**src/hdl/skf_pkg.sv**
```systemverilog
`timescale 1ns / 1ps
// ----------------------------------------------------------------------------
// Sticky keys filter package
// Shared constants, codes, command and status types and the modifier lookup.
// ----------------------------------------------------------------------------
package skf_pkg;

  localparam int QUEUE_DEPTH_DEFAULT = 16;

  localparam logic [3:0] COUNT_MAX = 4'd15;

  localparam logic [1:0] KIND_KEY     = 2'd0;
  localparam logic [1:0] KIND_POINTER = 2'd1;
  localparam logic [1:0] KIND_TOUCH   = 2'd2;

  localparam logic [1:0] ACTION_DOWN = 2'd0;
  localparam logic [1:0] ACTION_UP   = 2'd1;

  localparam logic [1:0] DISP_PASS    = 2'd0;
  localparam logic [1:0] DISP_CLICK   = 2'd1;
  localparam logic [1:0] DISP_TRIGGER = 2'd2;
  localparam logic [1:0] DISP_REPLAY  = 2'd3;

  localparam logic [9:0] SCAN_SHIFT_R     = 10'd54;
  localparam logic [9:0] SCAN_SHIFT_L     = 10'd42;
  localparam logic [9:0] SCAN_ALT_R       = 10'd100;
  localparam logic [9:0] SCAN_ALT_L       = 10'd56;
  localparam logic [9:0] SCAN_CTRL_R      = 10'd97;
  localparam logic [9:0] SCAN_CTRL_L      = 10'd29;
  localparam logic [9:0] SCAN_META_R      = 10'd126;
  localparam logic [9:0] SCAN_META_L      = 10'd125;
  localparam logic [9:0] SCAN_CAPS_LOCK   = 10'd58;
  localparam logic [9:0] SCAN_SCREEN_LOCK = 10'd152;
  localparam logic [9:0] SCAN_NUM_LOCK    = 10'd69;

  typedef struct packed {
    logic capture;
    logic load_first;
    logic load_replay;
  } skf_cmd_t;

  typedef struct packed {
    logic out_free;
    logic flush_more;
    logic replay_last;
  } skf_sts_t;

  function automatic logic modifier_match(input logic [9:0] code);
    logic hit;
    hit = 1'b0;
    case (code) inside
      SCAN_SHIFT_R, SCAN_SHIFT_L, SCAN_ALT_R, SCAN_ALT_L,
      SCAN_CTRL_R, SCAN_CTRL_L, SCAN_META_R, SCAN_META_L,
      SCAN_CAPS_LOCK, SCAN_SCREEN_LOCK, SCAN_NUM_LOCK: hit = 1'b1;
      default: hit = 1'b0;
    endcase
    return hit;
  endfunction

endpackage

```
**src/hdl/sticky_modifier_key_filter.sv**
```systemverilog
`timescale 1ns / 1ps
// An accepted event is first captured into the event registers; its first result is then
// loaded into the result register once that register is free. The block takes no new
// event until its first result and each release that a trigger replays are loaded;
// each replay waits on the registered queue read. An output stall holds every load.
// Reset clears the modifier count, the chord flag and the queue fill and sets the stored
// chord setting to 1; the queue contents are not cleared.
// ----------------------------------------------------------------------------
// Sticky modifier key filter
// Captures modifier releases and replays them after the next triggering release.
// ----------------------------------------------------------------------------
module sticky_modifier_key_filter
  import skf_pkg::*;
#(
  parameter int QUEUE_DEPTH = QUEUE_DEPTH_DEFAULT
) (
  input  logic        clk,
  input  logic        rst,
  input  logic        cfg_valid,
  output logic        cfg_ready,
  input  logic        disable_on_chord,
  input  logic        in_valid,
  output logic        in_stall,
  input  logic [1:0]  event_kind,
  input  logic [15:0] event_tag,
  input  logic [9:0]  key_code,
  input  logic [1:0]  key_action,
  input  logic        pointer_button_up,
  input  logic [3:0]  touch_count,
  input  logic        touch_first_up,
  output logic        out_valid,
  input  logic        out_stall,
  output logic [1:0]  disposition,
  output logic [15:0] out_tag,
  output logic [9:0]  out_key,
  output logic        last,
  output logic        queue_overflow
);

  skf_cmd_t cmd;
  skf_sts_t sts;

  assign cfg_ready = 1'b1;

  skf_ctrl u_ctrl (
    .clk      (clk),
    .rst      (rst),
    .in_valid (in_valid),
    .in_stall (in_stall),
    .sts      (sts),
    .cmd      (cmd)
  );

  skf_dp #(
    .QUEUE_DEPTH (QUEUE_DEPTH)
  ) u_dp (
    .clk               (clk),
    .rst               (rst),
    .cfg_valid         (cfg_valid && cfg_ready),
    .cfg_data          (disable_on_chord),
    .event_kind        (event_kind),
    .event_tag         (event_tag),
    .key_code          (key_code),
    .key_action        (key_action),
    .pointer_button_up (pointer_button_up),
    .touch_count       (touch_count),
    .touch_first_up    (touch_first_up),
    .out_stall         (out_stall),
    .out_valid         (out_valid),
    .disposition       (disposition),
    .out_tag           (out_tag),
    .out_key           (out_key),
    .last              (last),
    .queue_overflow    (queue_overflow),
    .cmd               (cmd),
    .sts               (sts)
  );

endmodule

```
**src/hdl/skf_ctrl.sv**
```systemverilog
`timescale 1ns / 1ps
// ----------------------------------------------------------------------------
// Sticky keys filter controller
// Sequences capture, first result and replay of the held release queue.
// ----------------------------------------------------------------------------
module skf_ctrl
  import skf_pkg::*;
(
  input  logic     clk,
  input  logic     rst,
  input  logic     in_valid,
  output logic     in_stall,
  input  skf_sts_t sts,
  output skf_cmd_t cmd
);

  typedef enum logic [1:0] {
    S_IDLE,
    S_EVAL,
    S_READ,
    S_REPLAY
  } state_t;

  state_t state;
  state_t state_next;

  always_comb begin
    cmd = '0;
    state_next = state;
    case (state)
      S_IDLE: begin
        if (in_valid) begin
          cmd.capture = 1'b1;
          state_next = S_EVAL;
        end
      end
      S_EVAL: begin
        if (sts.out_free) begin
          cmd.load_first = 1'b1;
          state_next = sts.flush_more ? S_READ : S_IDLE;
        end
      end
      S_READ: begin
        state_next = S_REPLAY;
      end
      S_REPLAY: begin
        if (sts.out_free) begin
          cmd.load_replay = 1'b1;
          state_next = sts.replay_last ? S_IDLE : S_READ;
        end
      end
      default: begin
        state_next = S_IDLE;
      end
    endcase
  end

  always_ff @(posedge clk) begin
    if (rst) begin
      state <= S_IDLE;
      in_stall <= 1'b0;
    end else begin
      state <= state_next;
      in_stall <= (state_next != S_IDLE);
    end
  end

endmodule

```
**src/hdl/skf_dp.sv**
```systemverilog
`timescale 1ns / 1ps
// ----------------------------------------------------------------------------
// Sticky keys filter datapath
// Event registers, modifier count, chord flag, release queue and result register.
// ----------------------------------------------------------------------------
module skf_dp
  import skf_pkg::*;
#(
  parameter int QUEUE_DEPTH = QUEUE_DEPTH_DEFAULT
) (
  input  logic        clk,
  input  logic        rst,
  input  logic        cfg_valid,
  input  logic        cfg_data,
  input  logic [1:0]  event_kind,
  input  logic [15:0] event_tag,
  input  logic [9:0]  key_code,
  input  logic [1:0]  key_action,
  input  logic        pointer_button_up,
  input  logic [3:0]  touch_count,
  input  logic        touch_first_up,
  input  logic        out_stall,
  output logic        out_valid,
  output logic [1:0]  disposition,
  output logic [15:0] out_tag,
  output logic [9:0]  out_key,
  output logic        last,
  output logic        queue_overflow,
  input  skf_cmd_t    cmd,
  output skf_sts_t    sts
);

  localparam int FILL_W = $clog2(QUEUE_DEPTH + 1);
  localparam int IDX_W = (QUEUE_DEPTH > 1) ? $clog2(QUEUE_DEPTH) : 1;
  localparam logic [FILL_W-1:0] FILL_FULL = FILL_W'(QUEUE_DEPTH);

  logic              chord_cfg;
  logic [3:0]        held_modifiers;
  logic              chord_disabled;
  logic [FILL_W-1:0] held_fill;
  logic [FILL_W-1:0] ptr;

  logic [15:0] held_tags [QUEUE_DEPTH];
  logic [9:0]  held_keys [QUEUE_DEPTH];
  logic [15:0] rd_tag;
  logic [9:0]  rd_key;

  logic [1:0]  ev_kind;
  logic [15:0] ev_tag;
  logic [9:0]  ev_code;
  logic [1:0]  ev_action;
  logic        ev_btn_up;
  logic [3:0]  ev_tcount;
  logic        ev_tfirst_up;

  logic        ev_mod;
  logic        mod_down;
  logic        mod_up;
  logic        trigger;
  logic [3:0]  count_inc;
  logic [3:0]  count_dec;
  logic        queue_full;
  logic [FILL_W-1:0] ptr_plus;

  assign ev_mod     = modifier_match(ev_code);
  assign mod_down   = (ev_kind == KIND_KEY) && ev_mod && (ev_action == ACTION_DOWN);
  assign mod_up     = (ev_kind == KIND_KEY) && ev_mod && (ev_action == ACTION_UP);
  assign trigger    = ((ev_kind == KIND_POINTER) && ev_btn_up)
                   || ((ev_kind == KIND_TOUCH) && (ev_tcount == 4'd1) && ev_tfirst_up)
                   || ((ev_kind == KIND_KEY) && !ev_mod && (ev_action == ACTION_UP));
  assign count_inc  = (held_modifiers == COUNT_MAX) ? held_modifiers : held_modifiers + 4'd1;
  assign count_dec  = (held_modifiers == 4'd0) ? held_modifiers : held_modifiers - 4'd1;
  assign queue_full = (held_fill >= FILL_FULL);
  assign ptr_plus   = ptr + FILL_W'(1);

  assign sts.out_free    = !out_valid || !out_stall;
  assign sts.flush_more  = trigger && (held_fill != '0);
  assign sts.replay_last = (ptr_plus == held_fill);

  always_ff @(posedge clk) begin
    if (cmd.capture) begin
      ev_kind <= event_kind;
      ev_tag <= event_tag;
      ev_code <= key_code;
      ev_action <= key_action;
      ev_btn_up <= pointer_button_up;
      ev_tcount <= touch_count;
      ev_tfirst_up <= touch_first_up;
    end
  end

  always_ff @(posedge clk) begin
    if (cmd.load_first && mod_up && !chord_disabled && !queue_full) begin
      held_tags[held_fill[IDX_W-1:0]] <= ev_tag;
      held_keys[held_fill[IDX_W-1:0]] <= ev_code;
    end
    rd_tag <= held_tags[ptr[IDX_W-1:0]];
    rd_key <= held_keys[ptr[IDX_W-1:0]];
  end

  always_ff @(posedge clk) begin
    if (rst) begin
      chord_cfg <= 1'b1;
      held_modifiers <= '0;
      chord_disabled <= 1'b0;
      held_fill <= '0;
      ptr <= '0;
    end else begin
      if (cfg_valid) begin
        chord_cfg <= cfg_data;
      end
      if (cmd.load_first) begin
        ptr <= '0;
        if (mod_down) begin
          held_modifiers <= count_inc;
          if (!chord_disabled) begin
            chord_disabled <= chord_cfg && (count_inc > 4'd1);
          end
        end else if (mod_up) begin
          held_modifiers <= count_dec;
          if (chord_disabled) begin
            if (count_dec == 4'd0) begin
              chord_disabled <= 1'b0;
            end
          end else if (!queue_full) begin
            held_fill <= held_fill + FILL_W'(1);
          end
        end
      end
      if (cmd.load_replay) begin
        ptr <= ptr_plus;
        if (sts.replay_last) begin
          held_fill <= '0;
        end
      end
    end
  end

  always_ff @(posedge clk) begin
    if (rst) begin
      out_valid <= 1'b0;
    end else if (cmd.load_first || cmd.load_replay) begin
      out_valid <= 1'b1;
    end else if (!out_stall) begin
      out_valid <= 1'b0;
    end
  end

  always_ff @(posedge clk) begin
    if (cmd.load_first) begin
      out_tag <= ev_tag;
      out_key <= '0;
      last <= 1'b1;
      queue_overflow <= 1'b0;
      disposition <= DISP_PASS;
      if (trigger) begin
        disposition <= DISP_TRIGGER;
        last <= (held_fill == '0);
      end else if (mod_up && !chord_disabled) begin
        out_key <= ev_code;
        if (queue_full) begin
          queue_overflow <= 1'b1;
        end else begin
          disposition <= DISP_CLICK;
        end
      end
    end else if (cmd.load_replay) begin
      disposition <= DISP_REPLAY;
      out_tag <= rd_tag;
      out_key <= rd_key;
      last <= sts.replay_last;
      queue_overflow <= 1'b0;
    end
  end

endmodule

```
**config.mk**
```make
export PLATFORM = sky130hd
export DESIGN_NAME = sticky_modifier_key_filter
export DESIGN_NICKNAME = d
export VERILOG_FILES = /design/src/hdl/skf_pkg.sv /design/src/hdl/sticky_modifier_key_filter.sv /design/src/hdl/skf_ctrl.sv /design/src/hdl/skf_dp.sv
export SDC_FILE = /design/constraint.sdc
export NUM_CORES = 1
export LEC_CHECK = 0
export BUFFER_PORTS_ARGS = -buffer_cell sky130_fd_sc_hd__buf_2
export CORE_ASPECT_RATIO = 1.1
export CORE_MARGIN = 4
export CORE_UTILIZATION = 40
export CTS_CLUSTER_SIZE = 25
export DETAILED_ROUTE_END_ITERATION = 12
export PLACE_DENSITY_LB_ADDON = 0.15
export REMOVE_ABC_BUFFERS = 1
export SYNTH_ARGS = -nofsm -noshare
export SYNTH_HDL_FRONTEND = slang
export SYNTH_SLANG_ARGS = --single-unit
```
**constraint.sdc**
```tcl
create_clock -name clk -period 3.32 [get_ports clk]
set_input_delay 0.332 -clock clk [delete_from_list [all_inputs] [get_ports clk]]
set_output_delay 0.332 -clock clk [all_outputs]
set_load 0.02 [all_outputs]
```
==> flow_metrics.py, run 1 <==
metrics = {
    "routing": {
        "wl_met1_um": 18800,
        "drc": 0,
        "viasPerCell": 5.27,
        "ant_nets": 0,
        "routed_wl_um": 46200,
        "drtIter0Drc": 760,
        "num_vias": 9602,
        "routed-wl-met2_um": 24800,
        "wl_met3_um": 1560,
        "avgRoutedWirePerCell_um": 25.3,
        "first_pass_iters": 5,
        "routed.top_layer": "met5",
    },
    "power_and_ir_drop": {
        "pwr-share-seq": 0.550,
        "power_density_nw_per_um2": 568,
        "leakagePower_uw": 0.00757,
        "power_frac_clock": 0.428,
        "p_sw_uw": 2780,
        "p_int_uw": 10700,
        "p_comb_frac": 0.023,
        "switching_share": 0.206,
        "ir_worst_vdd_uv": 397,
    },
    "finish": {
        "fillers": 4142,
        "nNetsFinal": 1176,
        "syn2layout_area_growth_pct": 18.3,
        "n_antenna_cell": 0,
        "drive_above_1_share": 0.304,
    },
    "yosys": {
        "synth_edf_count": 482,
        "synth_flop_cell": "edfxtp_1",
        "syn_avg_cell_area_um2": 21.1,
        "yosysSeqAreaShare": 0.766,
        "yosysWarningCount": 0,
        "synth.most_common_cell": "edfxtp_1",
        "netlist_top_cells_count": "edfxtp_1 (482), mux4_2 (130), nand2_1 (65)",
        "synth_top_cells_by_area": "edfxtp_1 (72%), mux4_2 (15%), dfxtp_1 (4.6%)",
        "synth_top_area_share": 0.720,
        "ys_seq_elements": 528,
        "synth-async-reset-ratio": 0,
        "synth_cell_types": 65,
        "netlist_area_um2": 20100,
        "syn_inst": 954,
        "synth_area_leader_cell": "edfxtp_1",
    },
    "timing": {
        "worstMarginPinSlew_ns": 0.736,
        "max_clock_freq_mhz": 336,
        "holdWs_ns": 0.101,
        "max_slew_margin": 0.510,
        "setup_viol": 0,
        "final_hold_viol_count": 0,
        "timing.final.max_slew_violations": 0,
        "skew_ns": 0.0246,
        "post-route-period-util": 0.897,
        "worst_slack_ns": 0.343,
        "period_minus_slack_ns": 2.98,
        "rsz0062_at_grt": "no",
    },
    "setup_path": {
        "cp.required_ns": 3.63,
        "cp_top_family": "simple AND/OR/NAND/NOR gates",
        "critical_path.endpoint_type": "flip-flop",
        "path_cells": "or4b_1 > o22ai_2 > nor3_4 > a211oi_4 > and3_1 > and2_2 > buf_12",
        "cp-start-kind": "flip-flop",
        "critPathMaxStageDelay_ns": 0.58,
        "crit_type": "flip-flop to flip-flop",
        "cp_slowest_cell": "edfxtp_1",
        "crit_buf_inv": 1,
        "cp_max_fo": 18,
        "crit_arrival_ns": 3.29,
    },
    "global_routing": {
        "grt_max_degree": 105,
        "first_global_vias": 10000,
        "antenna_found_initial": 1,
        "grt_overflow_total": 0,
        "gr-usage-all-layers": 0.172,
        "grt_pass1_wl_um": 68900,
    },
    "floorplanning": {
        "core_um2": 49300,
        "die_w_um": 222,
        "dieArea_um2": 53900,
        "ioPinCount": 75,
        "placement_rows": 85,
        "die_y_um": 243,
        "start_util": 0.407,
    },
    "clock_network": {
        "cts_inserted_buffers": 54,
        "cts.sinks": 528,
        "clk_pin_slew_ns": 0.06,
        "cts_buffer_depth": 3,
        "cts-resized-gates": 0,
        "root_buffer": "clkbuf_16",
        "cts_tree": "built",
        "clk_latency_ns": 0.61,
        "h-tree-depth": 2,
    },
    "min_path": {
        "min_path_type": "primary input to flip-flop",
    },
    "outcome": {
        "outcome": "completed",
    },
    "placement": {
        "hpwlAfterDp_um": 29400,
        "io_buffers": 73,
        "place_ws_ns": 0.338,
        "gp_congestion": 0.781,
    },
    "job": {
        "drv_cap": 0,
    },
}
## cells by family after synthesis
family,synth area share
adder cells (fa/ha/maj),0.00498
buffers and inverters,0.0113
XOR/XNOR,0.00479
AO/OA/AOI/OAI,0.0222
flip-flops,0.766
multiplexers,0.150
other,0.000187
AND/OR/NAND/NOR,0.0412
## power groups by stage
stage,clock network [uW],registers (uW),logic (uW)
final,5770,7420,306
after global routing,6220,7430,337
after CTS,5920,7420,317
after detailed placement,0,7570,280
after global placement,0,7560,279
after floorplan,0,7570,79.3
## state kept, by name, summed over array words and instances, names as in the netlist, 4 cells and up
signal,flops
u_dp.ev_code,10
u_dp.held_fill,5
u_dp.rd_key,10
u_dp.out_key,10
u_dp.held_keys,160
u_dp.out_tag,16
u_dp.rd_tag,16
u_dp.ev_tag,16
u_dp.ev_tcount,4
u_dp.ptr,5
u_dp.held_modifiers,4
u_dp.held_tags,256
## worst paths after layout
| path | slack [ns] | cells past startpoint | startpoint | to |
|---|---|---|---|---|
| setup reg to reg | 0.34 | 7 | u_dp.ev_code[0] | u_dp.held_keys[7][6] |
| hold reg to reg | 0.46 | 2 | u_dp.chord_disabled | u_dp.chord_disabled |
| hold / removal | 0.10 | 2 | rst | u_dp.ptr[0] |
| setup / recovery | 0.34 | 7 | u_dp.ev_code[0] | u_dp.held_keys[7][6] |
## cells in the final DEF (no fill, tap or decap), types with 7 or more instances in the layout
| cell | n |
|---|---|
| clkbuf_16 | 54 |
| mux4_2 | 130 |
| nor2b_1 | 8 |
| buf_2 | 73 |
| edfxtp_1 | 482 |
| buf_12 | 16 |
| a22o_1 | 8 |
| buf_4 | 33 |
| clkinv_1 | 7 |
| inv_1 | 9 |
| and2_2 | 15 |
| ha_1 | 8 |
| a21oi_1 | 10 |
| clkbuf_1 | 24 |
| xnor2_1 | 10 |
| nor2_1 | 19 |
| nand3_1 | 7 |
| dlygate4sd3_1 | 39 |
| dfxtp_1 | 42 |
| nand2_1 | 65 |
| mux2i_1 | 7 |
## area by class of cell
type / count / area (um2) / area share
clock buffer: 82 / 1500 / 0.0629
timing repair buffer: 161 / 1320 / 0.0557
tap: 652 / 816 / 0.0343
clock inverter: 19 / 188 / 0.00789
sequential: 528 / 15400 / 0.648
inverter: 10 / 37.5 / 0.00158
multi-input combinational: 371 / 4510 / 0.190
## what timing repair did
| item | in CTS | in global routing |
|---|---|---|
| setup buffers | 0 | 0 |
| hold buffers | 39 | 0 |
| endpoints found under the hold margin | 38 | 0 |
## metrics by stage
step | utilization | instances | area, um2 | TNS [ns] | total power, uW
after floorplan | - | 909 | 19900 | -103.08 | 7650
after global routing | 0.482 | 1823 | 23800 | 0 | 14000
after CTS | 0.482 | 1823 | 23800 | 0 | 13700
after detailed placement | 0.440 | 1683 | 21700 | 0 | 7850
after global placement | 0.440 | 1683 | 21700 | 0 | 7840
final | 0.482 | 1823 | 23800 | 0 | 13500
## per-layer routing
layer  vias to the layer above  global-route usage
met5                         -                   0
met4                         2              0.0465
met3                        62              0.0257
met2                       187               0.310
met1                      5088               0.219
li1                       4263                   -
Power figures use the tool's default switching activity.
==> inputs of run 2 (changes only) <==
ABC_AREA = 1   (was not set)
BUFFER_PORTS_ARGS = -buffer_cell sky130_fd_sc_hd__clkbuf_2   (was -buffer_cell sky130_fd_sc_hd__buf_2)
==> flow_metrics.py, run 2 <==
metrics = {
    "clock_network": {
        "post_cts_buffers": 0,
        "clk_latency_ns": 0.62,
        "root_buffer": "clkbuf_16",
        "cts.sinks": 528,
        "h-tree-depth": 2,
        "cts_tree": "built",
        "cts_buffer_depth": 3,
        "cts_inserted_buffers": 55,
        "clk_pin_slew_ns": 0.06,
    },
    "timing": {
        "worst_slack_ns": 0.401,
        "rsz0062_at_grt": "no",
        "skew_ns": 0.0227,
        "timing.final.max_slew_violations": 0,
        "max_clock_freq_mhz": 343,
        "max_slew_margin": 0.260,
        "period_minus_slack_ns": 2.92,
        "worstMarginPinSlew_ns": 1.11,
        "holdWs_ns": 0.0485,
        "setup_viol": 0,
        "post-route-period-util": 0.879,
        "final_hold_viol_count": 0,
    },
    "routing": {
        "num_vias": 13400,
        "ant_nets": 0,
        "first_pass_iters": 5,
        "avgRoutedWirePerCell_um": 22.8,
        "viasPerCell": 5.42,
        "routed_wl_um": 56200,
        "drtIter0Drc": 1200,
        "drc": 0,
    },
    "placement": {
        "dp.cells": 2321,
        "hpwlAfterDp_um": 34000,
        "place_ws_ns": 0.461,
        "gp_congestion": 0.862,
        "placed_area_um2": 22200,
        "io_buffers": 73,
    },
    "power_and_ir_drop": {
        "finalPower_uw": 14100,
        "ir_worst_vdd_uv": 408,
        "p_int_uw": 11200,
        "pwr-share-seq": 0.529,
        "switching_share": 0.205,
        "leakagePower_uw": 0.00855,
        "p_comb_frac": 0.024,
        "power_frac_clock": 0.447,
        "power_density_nw_per_um2": 576,
        "p_sw_uw": 2890,
    },
    "outcome": {
        "outcome": "completed",
    },
    "yosys": {
        "synth_flop_cell": "edfxtp_1",
        "synth-async-reset-ratio": 0,
        "syn_inst": 1613,
        "yosysWarningCount": 0,
        "yosysSeqAreaShare": 0.742,
        "synth.most_common_cell": "edfxtp_1",
        "syn_avg_cell_area_um2": 12.9,
        "synth_edf_count": 482,
        "ys_seq_elements": 528,
        "synth_cell_types": 44,
        "netlist_area_um2": 20800,
        "synth_area_leader_cell": "edfxtp_1",
        "synth_top_area_share": 0.697,
        "netlist_top_cells_count": "edfxtp_1 (482), nor2_1 (263), o21ai_0 (217)",
        "synth_top_cells_by_area": "edfxtp_1 (70%), o21ai_0 (5.2%), nor2_1 (4.8%)",
    },
    "global_routing": {
        "grt_max_degree": 95,
        "grt_pass1_wl_um": 84000,
        "antenna_found_initial": 4,
        "first_global_vias": 13200,
        "grt_overflow_total": 0,
        "gr-usage-all-layers": 0.202,
    },
    "floorplanning": {
        "die_w_um": 225,
        "dieArea_um2": 55600,
        "core_um2": 51300,
        "ioPinCount": 75,
        "die_y_um": 247,
        "placement_rows": 87,
        "start_util": 0.405,
    },
    "setup_path": {
        "critical_path.endpoint_type": "flip-flop",
        "crit_arrival_ns": 3.21,
        "crit_buf_inv": 3,
        "cp-start-kind": "flip-flop",
        "path_cells": "inv_1 > nand2_1 > nor2_1 > nand3_1 > nand2_1 > nor2_2 > nand3_4 > nand4_4 > buf_4 > nor3_2 > buf_4",
        "cp_max_fo": 14,
        "cp.required_ns": 3.61,
        "cp_top_family": "simple AND/OR/NAND/NOR gates",
        "crit_type": "flip-flop to flip-flop",
        "cp_slowest_cell": "edfxtp_1",
        "critPathMaxStageDelay_ns": 0.61,
    },
    "finish": {
        "multi_input_area_um2": 4840,
        "nNetsFinal": 1801,
        "fillers": 4535,
        "fin_area_um2": 24400,
        "n_antenna_cell": 0,
        "drive_above_1_share": 0.150,
        "largest_reg_flops": 256,
        "final_cells": 2464,
        "syn2layout_area_growth_pct": 17.8,
        "final_cell_mix": "edfxtp_1 (482), nor2_1 (261), o21ai_0 (217), nand2_1 (178), o221ai_1 (76)",
        "mostFrequentLayoutCell": "edfxtp_1",
        "seq_area_um2": 15400,
    },
    "min_path": {
        "min_path_type": "primary input to flip-flop",
    },
    "job": {
        "drv_cap": 0,
    },
}
## run 2: cell type report
| type | count | area share |
|---|---|---|
| clock buffers | 78 | 0.0640 |
| clock inverters | 25 | 0.0123 |
| inverters | 53 | 0.00824 |
| multi-input cells | 935 | 0.198 |
| flip-flops and latches | 528 | 0.630 |
| well taps | 667 | 0.0341 |
| repair buffers | 178 | 0.0533 |
## run 2: final timing paths
check / startpoint / depth (start not counted) / slack, ns / to
worst max-delay path: u_dp.ev_code[4] / 11 / 0.40 / u_dp.held_tags[3][6]
worst min-delay path: rst / 2 / 0.05 / u_dp.ptr[2]
worst max register to register: u_dp.ev_code[4] / 11 / 0.40 / u_dp.held_tags[3][6]
worst min register to register: u_dp.out_valid / 2 / 0.49 / u_dp.out_valid
## run 2: per-layer routing
layer | global-route usage | part of all wire | vias up
li1 | - | - | 6207
met1 | 0.283 | 0.44 | 6634
met2 | 0.325 | 0.47 | 404
met3 | 0.0347 | 0.056 | 106
met4 | 0.0587 | 0.027 | 6
met5 | 0 | 0.00060 | -
## run 2: worst register-to-register path: stages (launching register included)
cell and delay (ns):
edfxtp_1 0.61, inv_1 0.23, nand2_1 0.12, nor2_1 0.17, nand3_1 0.09, nand2_1 0.09, nor2_2 0.06, nand3_4 0.15
nand4_4 0.32, buf_4 0.32, nor3_2 0.16, buf_4 0.29
## run 2: per-stage QoR
step            util  setup TNS [ns]
2_1_floorplan      -         -480.53
3_3_place_gp   0.433               0
3_5_place_dp   0.433               0
4_1_cts        0.477               0
5_1_grt        0.477               0
6_report       0.477               0
## run 2: logic make-up (layout without fill, tap and decap cells)
| group | count (synthesis) | after routing | synth area share |
|---|---|---|---|
| and+or+nand+nor | 545 | 545 | 0.110 |
| DFF | 528 | 528 | 0.742 |
| AOI/OAI and AO/OA | 372 | 372 | 0.110 |
| buffers and inverters | 150 | 334 | 0.0296 |
| xor gates and xnor gates | 9 | 9 | 0.00380 |
| adders and majority gates | 8 | 8 | 0.00482 |
| other | 1 | 1 | 0.000181 |
## run 2: power groups by stage
stage | Clock [uW] | Combinational, uW | Sequential [uW]
global placement | 0 | 307 | 7590
CTS | 6440 | 344 | 7450
floorplan | 0 | 96.8 | 7570
global route | 6730 | 370 | 7450
detailed placement | 0 | 306 | 7590
finish | 6300 | 337 | 7450
## run 2: repair_timing
| action | in CTS | in global routing |
|---|---|---|
| gates resized for setup | 0 | 0 |
| endpoints found under the setup margin | 0 | 0 |
| hold buffers | 40 | 0 |
| hold endpoints to repair | 39 | 0 |
==> inputs of run 3 (changes only) <==
ABC_AREA = not set   (was 1)
CTS_CLUSTER_DIAMETER = 150   (was not set)
==> flow_metrics.py, run 3 (synthesis gave the netlist of run 1 again) <==
metrics = {
    "outcome": {
        "outcome": "completed",
    },
    "finish": {
        "final_cell_mix": "edfxtp_1 (482), mux4_2 (130), clkbuf_2 (73), nand2_1 (65), dfxtp_1 (42)",
        "drive_above_1_share": 0.279,
        "fillers": 4201,
        "largest_reg_flops": 256,
        "seq_area_um2": 15400,
        "mostFrequentLayoutCell": "edfxtp_1",
        "n_antenna_cell": 0,
        "multi_input_area_um2": 4510,
        "final_cells": 1764,
        "nNetsFinal": 1143,
        "syn2layout_area_growth_pct": 13.2,
        "fin_area_um2": 22800,
    },
    "power_and_ir_drop": {
        "leakagePower_uw": 0.00711,
        "power_density_nw_per_um2": 493,
        "power_frac_clock": 0.313,
        "p_int_uw": 8890,
        "switching_share": 0.208,
        "ir_worst_vdd_uv": 357,
        "pwr-share-seq": 0.660,
        "p_comb_frac": 0.027,
        "p_sw_uw": 2330,
    },
    "setup_path": {
        "crit_type": "flip-flop to flip-flop",
        "crit_start": "u_dp.ev_code[0]",
        "r2r_slack_ns": 0.35,
        "reg2reg_depth": 7,
        "r2r_end": "u_dp.held_keys[14][0]",
        "cp-start-kind": "flip-flop",
        "cp.required_ns": 3.62,
        "crit_end": "u_dp.held_keys[14][0]",
        "cp_max_fo": 15,
        "r2r-start": "u_dp.ev_code[0]",
        "critical_path.endpoint_type": "flip-flop",
        "crit_arrival_ns": 3.26,
    },
    "global_routing": {
        "antenna_found_initial": 0,
        "grt_max_degree": 105,
        "grt_overflow_total": 0,
        "first_global_vias": 9750,
        "gr-usage-all-layers": 0.167,
        "grt_pass1_wl_um": 67300,
    },
    "timing": {
        "rsz0062_at_grt": "no",
        "period_minus_slack_ns": 2.97,
        "final_hold_viol_count": 0,
        "setup_viol": 0,
        "worstMarginPinSlew_ns": 0.720,
        "finalSetupTns_ns": 0,
        "post-route-period-util": 0.894,
        "max_clock_freq_mhz": 337,
        "timing.final.max_slew_violations": 0,
        "skew_ns": 0.0282,
        "max_slew_margin": 0.520,
    },
    "clock_network": {
        "cts_buffer_depth": 3,
        "h-tree-depth": 1,
        "clk_latency_ns": 0.60,
        "root_buffer": "clkbuf_16",
        "cts.sinks": 528,
        "post_cts_buffers": 0,
        "clk_pin_slew_ns": 0.10,
        "cts_tree": "built",
        "cts_inserted_buffers": 25,
    },
    "floorplanning": {
        "die_y_um": 243,
        "dieArea_um2": 53900,
        "ioPinCount": 75,
        "core_um2": 49300,
        "die_w_um": 222,
        "start_util": 0.407,
        "placement_rows": 85,
    },
    "placement": {
        "dp.cells": 1680,
        "io_buffers": 73,
        "gp_congestion": 0.762,
        "placed_area_um2": 21600,
        "hpwlAfterDp_um": 28600,
    },
    "min_path": {
        "min_path_type": "primary input to flip-flop",
    },
    "job": {
        "drv_cap": 0,
    },
    "routing": {
        "drtIter0Drc": 686,
        "drc": 0,
        "ant_nets": 0,
        "avgRoutedWirePerCell_um": 25.8,
        "num_vias": 9370,
        "viasPerCell": 5.31,
        "first_pass_iters": 5,
        "routed_wl_um": 45500,
    },
}
## run 3: cell types whose count changed in the layout (fill, tap and decap cells not counted), moves of 36 or more
cell and delta:
inv_1 -36, mux4_2 +130, nand2_1 -113, nand3_1 -46
nor2_1 -242, o21ai_0 -211, o221ai_1 -76
## run 3: how the worst min path moves through the flow
stage	cells past startpoint	endpoint	start
3_5_place_dp	2	u_dp.chord_disabled	u_dp.chord_disabled
5_1_grt	1	u_dp.ev_code[8]	key_code[8]
2_1_floorplan	1	u_dp.ptr[1]	rst
6_report	1	u_dp.ev_code[8]	key_code[8]
4_1_cts	1	u_dp.ev_code[8]	key_code[8]
3_3_place_gp	2	u_dp.chord_disabled	u_dp.chord_disabled
## run 3: per-layer routing
layer  GRT usage  vias up  part of all wire
met2       0.298      182              0.53
met4      0.0403        0             0.023
met3      0.0164       47             0.036
met5           0        -                 0
li1            -     4169                 -
met1       0.222     4972              0.41
## run 3: per-stage QoR
step	hold WS, ns	power [uW]	worst slack (ns)	utilization
5_1_grt	0.0165	11700	0.0688	0.461
3_5_place_dp	0.473	7850	0.346	0.438
4_1_cts	0.0120	11400	0.306	0.461
3_3_place_gp	0.459	7840	0.420	0.438
2_1_floorplan	0.401	7650	-2.90	-
6_report	0.0388	11200	0.352	0.461
## run 3: timing repair
action | in CTS | in global routing
setup endpoints to repair | 0 | 0
gates resized for setup | 0 | 0
hold endpoints to repair | 37 | 0
hold buffers | 38 | 0
## run 3: power groups by stage
stage	Clock, uW	Sequential [uW]	Combinational [uW]
after floorplan	0	7570	79.3
after global placement	0	7560	277
after detailed placement	0	7570	279
after CTS	3640	7410	315
after global routing	3900	7420	333
final	3510	7410	303
## run 3: layout make-up
type                    instances  share of cell area
flip-flops and latches        528               0.677
repair buffers                157              0.0545
well taps                     652              0.0358
multi-input cells             371               0.198
inverters                      10             0.00165
clock inverters                 2             0.00220
clock buffers                  44              0.0306
## run 3: worst max-delay path: stages, from the launching register on
cell      delay [ns]
edfxtp_1        0.58
or4b_1          0.49
o22ai_2         0.15
nor3_4          0.13
a211oi_4        0.43
and4b_1         0.29
and2_2          0.38
buf_12          0.21
